### src/hw/rtl/angle_bias_kalman_filter_assert.svh
// Assertion macros for the angle and bias Kalman filter
`ifndef ANGLE_BIAS_KALMAN_FILTER_ASSERT_SVH
`define ANGLE_BIAS_KALMAN_FILTER_ASSERT_SVH

// Check that a condition implies another in the same cycle
`define ABKF_ASSERT_IMPLY(label, clk, rst, cond, prop, msg) \
   label: assert property (@(posedge clk) disable iff (rst) (cond) |-> (prop)) else $error(msg);

// Check that a condition implies another in the next cycle
`define ABKF_ASSERT_NEXT(label, clk, rst, cond, prop, msg) \
   label: assert property (@(posedge clk) disable iff (rst) (cond) |=> (prop)) else $error(msg);

`endif

### src/hw/rtl/abkf_pkg.sv
// Package with types, constants and helpers for the angle and bias Kalman filter
`timescale 1ns / 1ps
package abkf_pkg;

   localparam int RegWidth  = 24;
   localparam int FracBits  = 24;

   localparam logic [1:0] REG_NOISE_ANGLE = 2'd0;
   localparam logic [1:0] REG_NOISE_BIAS  = 2'd1;
   localparam logic [1:0] REG_MEAS_NOISE  = 2'd2;
   localparam logic [1:0] REG_TIME_STEP   = 2'd3;

   localparam logic [23:0] RST_NOISE_ANGLE = 24'd16777;
   localparam logic [23:0] RST_NOISE_BIAS  = 24'd50332;
   localparam logic [23:0] RST_MEAS_NOISE  = 24'd503316;
   localparam logic [23:0] RST_TIME_STEP   = 24'd167772;

   typedef struct packed {
      logic signed [24:0] measured_angle;
      logic signed [31:0] gyro_rate;
   } req_type;

   typedef struct packed {
      logic signed [31:0] filtered_angle;
      logic signed [31:0] corrected_rate;
   } rsp_type;

   // Divider request and result
   typedef struct packed {
      logic        start;
      logic [31:0] num_mag;
      logic [32:0] den;
   } div_req_type;

   typedef struct packed {
      logic        done;
      logic [57:0] quo;
   } div_rsp_type;

   // Saturate a wide signed value to 32 bits
   function automatic logic signed [31:0] sat32(input logic signed [66:0] v);
      logic signed [66:0] hi;
      logic signed [66:0] lo;
      hi = 67'sd2147483647;
      lo = -67'sd2147483648;
      if (v > hi) begin
         return 32'sh7fffffff;
      end else if (v < lo) begin
         return 32'sh80000000;
      end else begin
         return v[31:0];
      end
   endfunction

endpackage

### src/hw/rtl/abkf_divider.sv
// Restoring divider, one quotient bit per cycle, rounded to nearest
`timescale 1ns / 1ps
module abkf_divider (
   input  logic                 clock,
   input  logic                 reset,
   input  abkf_pkg::div_req_type div_req,
   output abkf_pkg::div_rsp_type div_rsp
);
   import abkf_pkg::*;

   // dividend = (mag << 24) + (den >> 1), up to 57 bits
   logic [56:0] dvd_ff, dvd_in;
   logic [57:0] quo_ff, quo_in;
   logic [33:0] rem_ff, rem_in;
   logic [32:0] den_ff, den_in;
   logic [5:0]  cnt_ff, cnt_in;
   logic        busy_ff, busy_in;
   logic        done_ff, done_in;
   logic [33:0] trial;

   always_comb begin
      dvd_in  = dvd_ff;
      quo_in  = quo_ff;
      rem_in  = rem_ff;
      den_in  = den_ff;
      cnt_in  = cnt_ff;
      busy_in = busy_ff;
      done_in = 1'b0;
      trial   = {rem_ff[32:0], dvd_ff[56]} - {1'b0, den_ff};
      if (div_req.start) begin
         dvd_in  = {1'b0, div_req.num_mag, 24'd0} + {24'd0, div_req.den[32:1]};
         den_in  = div_req.den;
         rem_in  = '0;
         quo_in  = '0;
         cnt_in  = 6'd57;
         busy_in = 1'b1;
      end else if (busy_ff) begin
         // shift one dividend bit into the partial remainder
         if (!trial[33]) begin
            rem_in = trial;
            quo_in = {quo_ff[56:0], 1'b1};
         end else begin
            rem_in = {rem_ff[32:0], dvd_ff[56]};
            quo_in = {quo_ff[56:0], 1'b0};
         end
         dvd_in = {dvd_ff[55:0], 1'b0};
         cnt_in = cnt_ff - 6'd1;
         if (cnt_ff == 6'd1) begin
            busy_in = 1'b0;
            done_in = 1'b1;
         end
      end
   end

   always_ff @(posedge clock) begin
      dvd_ff <= dvd_in;
      quo_ff <= quo_in;
      rem_ff <= rem_in;
      den_ff <= den_in;
      cnt_ff <= cnt_in;
      if (reset) begin
         busy_ff <= 1'b0;
         done_ff <= 1'b0;
      end else begin
         busy_ff <= busy_in;
         done_ff <= done_in;
      end
   end

   assign div_rsp.done = done_ff;
   assign div_rsp.quo  = quo_ff;

endmodule

### config.mk
export PLATFORM = sky130hd
export DESIGN_NAME = abkf_divider
export DESIGN_NICKNAME = d
export VERILOG_FILES = /design/src/hw/rtl/angle_bias_kalman_filter_assert.svh /design/src/hw/rtl/abkf_pkg.sv /design/src/hw/rtl/abkf_divider.sv
export SDC_FILE = /design/constraint.sdc
export NUM_CORES = 1
export LEC_CHECK = 0
export BUFFER_PORTS_ARGS = -buffer_cell sky130_fd_sc_hd__buf_2
export CAP_MARGIN = 20
export CORE_MARGIN = 3
export CORE_UTILIZATION = 40
export DETAILED_ROUTE_END_ITERATION = 8
export GPL_TIMING_DRIVEN = 0
export SLEW_MARGIN = 15
export SYNTH_ARGS = -nofsm -noshare
export SYNTH_HDL_FRONTEND = slang
export SYNTH_SLANG_ARGS = --single-unit
export TNS_END_PERCENT = 30
### constraint.sdc
create_clock -name clock -period 3 [get_ports clock]
set_input_delay 0.45 -clock clock [delete_from_list [all_inputs] [get_ports clock]]
set_output_delay 0.45 -clock clock [all_outputs]
set_load 0.02 [all_outputs]
==> impl_metrics.py <==
metrics = {
    "outcome": {
        "outcome": "complete, but fails checks",
        "violations": "negative setup slack",
    },
    "floorplan": {
        "die_y_um": 164,
        "core_um2": 24300,
        "die_w_um": 164,
        "io_pins": 127,
        "num_rows": 57,
        "start_util": 0.408,
        "die_area_um2": 26700,
    },
    "power_and_ir_drop": {
        "p_per_area_nw_per_um2": 530,
        "leakage_nw": 5.07,
        "ir_drop_mv": 0.312,
    },
    "routing": {
        "route.detailed.drc": 0,
        "drt-initial-drc-count": 528,
        "ant_nets": 0,
        "routedWlPerCell_um": 16.7,
        "vias_per_cell": 5.25,
        "wl_mm": 25.2,
        "first_pass_iters": 5,
        "via_count": 7923,
    },
    "global_routing": {
        "grt_pass1_vias": 7441,
        "grt_max_degree": 58,
        "grt_remaining_overflow": 0,
        "grt_pass1_wl_mm": 39.1,
        "antenna_found_initial": 7,
        "gr-usage-all-layers": 0.185,
    },
    "timing": {
        "finalHoldViolations": 0,
        "fmax_mhz": 320,
        "slew_headroom": 0.430,
        "worst_pin_slew_ps": 855,
        "rsz0062_at_grt": "yes",
        "setup_viol_count_final": 15,
        "fin_skew_ps": 15.6,
        "slew_violations": 0,
        "min_period_ps": 3120,
        "post-route-period-util": 1.04,
        "hold_ws_ps": 189,
        "setup_slack_ps": -121,
    },
    "final_layout": {
        "post-route-util": 0.502,
        "syn_to_final_growth_pct": 23.0,
        "drive_above_1_share": 0.246,
        "fin_cells": 1510,
        "nets": 1284,
        "fin_area_um2": 12200,
    },
    "synthesis": {
        "yosysSeqAreaShare": 0.472,
        "synth_area_um2": 9930,
        "synth_nets": 1111,
        "ys_ff_latch": 189,
        "yosysWarnings": 0,
        "netlist_instances": 998,
        "syn_area_per_cell_um2": 9.95,
        "synth_ff_type": "dfxtp_1",
        "async_flop_share": 0,
        "synth_edf_count": 90,
        "ys_types": 72,
    },
    "critical_path": {
        "required_ps": 3270,
        "critPathTopFamily": "compound AO/OA/AOI/OAI gates",
        "critPathBufInv": 1,
        "rrSetupSlack_ps": -120,
        "crit_fanout": 3,
        "worstSetupEndpointType": "flip-flop",
        "max_stage_delay_ps": 470,
        "arrival_ps": 3390,
        "crit_slowest_cell": "edfxtp_1",
        "path_cells": "ha_4, fa_2, nor2b_2, o211ai_1, a31oi_2, nor4_4, o41ai_2, buf_4, a41oi_4, and3_4, o41ai_2, a311oi_1",
        "timing.critical_path.mode_cell": "o41ai_2",
        "cp-start-kind": "flip-flop",
        "crit_type": "flip-flop to flip-flop",
    },
    "clock_tree": {
        "clk_pin_slew_ps": 80,
        "cts.sinks": 189,
        "cts_buffer_depth": 2,
        "cts-root-buf": "clkbuf_16",
        "cts_tree": "built",
        "htree_levels": 4,
        "cts_buffers": 17,
        "hold_buffers": 0,
        "clk_latency_ps": 440,
    },
    "placement": {
        "postPlaceCellArea_um2": 11000,
        "place_congestion": 0.898,
        "port_buffers": 126,
        "placed_cells": 1448,
        "dpl.hpwl_mm": 18.1,
    },
    "worst_hold_path": {
        "min_path_type": "input pin to flip-flop",
    },
    "flow_run": {
        "maxCapViolations": 0,
    },
}
[cell type report]
cell class,instances,area (um2)
Fill cell,2258,12100
Multi-Input combinational cell,697,5120
Clock inverter,15,170
Sequential cell,189,4690
Timing Repair Buffer,154,912
Buffer,56,272
Antenna cell,2,5.00
Tap cell,324,405
Clock buffer,17,425
Inverter,56,213
[power by group]
group          switching [mW]  total [mW]  internal [mW]  leakage, nW
clock network            1.13        2.33           1.19        0.287
logic                   0.693        1.19          0.500         3.09
registers              0.0698        2.95           2.88         1.69
[cells in the mapped netlist, drive strengths merged, types with 3 or more instances]
master    n  share of area
nand3b    3         0.0023
o21a      5         0.0038
a31oi     7         0.0050
a311oi   20          0.018
mux2     31          0.035
a31o      3         0.0026
dfxtp    99           0.20
a211oi    3         0.0023
and2      4         0.0025
o21bai   10         0.0076
buf      17         0.0079
xnor2    42          0.038
a32oi     4         0.0035
o21ai    20          0.010
nand3    34          0.018
ha       43          0.054
nor2b     6         0.0038
and3     12         0.0076
xor2     19          0.018
mux2i    60          0.060
nand4    10         0.0063
a41oi     3         0.0034
edfxtp   90           0.27
o211ai    4         0.0030
nor2    127          0.048
nor4      5         0.0032
o31ai     5         0.0052
a211o     4         0.0035
nand2b    9         0.0057
a21oi    60          0.032
inv      56          0.021
nor3b     4         0.0030
clkbuf   39          0.015
nor3     10         0.0050
a21o     12         0.0091
nand2    89          0.034
[cell usage in the layout (no fill, tap or decap), drive strengths merged, types with 3 or more instances in the layout]
cell type / count
a211o: 4
a211oi: 3
a21o: 12
a21oi: 60
a311oi: 20
a31o: 3
a31oi: 7
a32oi: 4
a41oi: 3
and2: 4
and3: 12
buf: 169
clkbuf: 58
clkinv: 4
dfxtp: 99
edfxtp: 90
ha: 43
inv: 64
mux2: 31
mux2i: 60
nand2: 89
nand2b: 9
nand3: 34
nand3b: 3
nand4: 10
nor2: 127
nor2b: 6
nor3: 10
nor3b: 4
nor4: 5
o211ai: 4
o21a: 5
o21ai: 20
o21bai: 10
o31ai: 5
xnor2: 42
xor2: 19
[final timing paths]
check / from / end / cells past startpoint
max: den_ff[0]$_DFFE_PP_ / rem_ff[30]$_SDFFE_PP0P_ / 12
min: reset / done_ff$_SDFF_PP0_ / 2
max reg2reg: den_ff[0]$_DFFE_PP_ / rem_ff[30]$_SDFFE_PP0P_ / 12
min reg2reg: quo_ff[57]$_SDFFE_PP0P_ / quo_ff[57]$_SDFFE_PP0P_ / 2
[cells by family (layout without fill, tap and decap cells)]
kind of cell	Yosys count	count (layout)	share of synthesized area
adders and majority gates	45	45	0.0582
and+or+nand+nor	324	324	0.148
buffers and inverters	112	298	0.0439
other	0	2	0
muxes	91	91	0.0957
AOI/OAI and AO/OA	176	176	0.127
xor gates and xnor gates	61	61	0.0553
DFF	189	189	0.472
[flip-flops by register name, indices dropped and copies added (netlist names)]
| name | cells |
|---|---|
| rem_ff | 33 |
| busy_ff | 1 |
| done_ff | 1 |
| dvd_ff | 57 |
| quo_ff | 58 |
| cnt_ff | 6 |
| den_ff | 33 |
[worst reg2reg max path, delay by kind of cell (launching register included)]
kind	cells	cell delay [ps]
AOI/OAI and AO/OA	6	1280
adders and majority gates	2	560
DFF	1	470
and+or+nand+nor	3	460
buffers and inverters	1	190
[routing by layer]
metal | vias up | GRT usage | routed length, um
met5 | - | 0 | 48
met4 | 10 | 0.0542 | 374
met3 | 37 | 0.0411 | 1400
met2 | 185 | 0.293 | 12000
met1 | 3802 | 0.255 | 11500
li1 | 3889 | - | -
[metrics by stage]
step / power (mW) / setup TNS [ps] / setup slack (ps)
2_1_floorplan: 3.73 / 0 / 97.1
3_3_place_gp: 4.02 / -93370 / -1250
3_5_place_dp: 4.03 / -38650 / -486
4_1_cts: 6.39 / -101 / -46.8
5_1_grt: 6.75 / -3340 / -220
6_report: 6.47 / -668 / -121
[repair_timing]
item / 4_1_cts / 5_1_grt
pin swaps: 13 / 49
buffers inserted: 9 / 18
endpoints found under the setup margin: 34 / 95
gates cloned: 0 / 1
resized for setup: 21 / 71
Note: power is estimated with default switching activity, not from simulation.
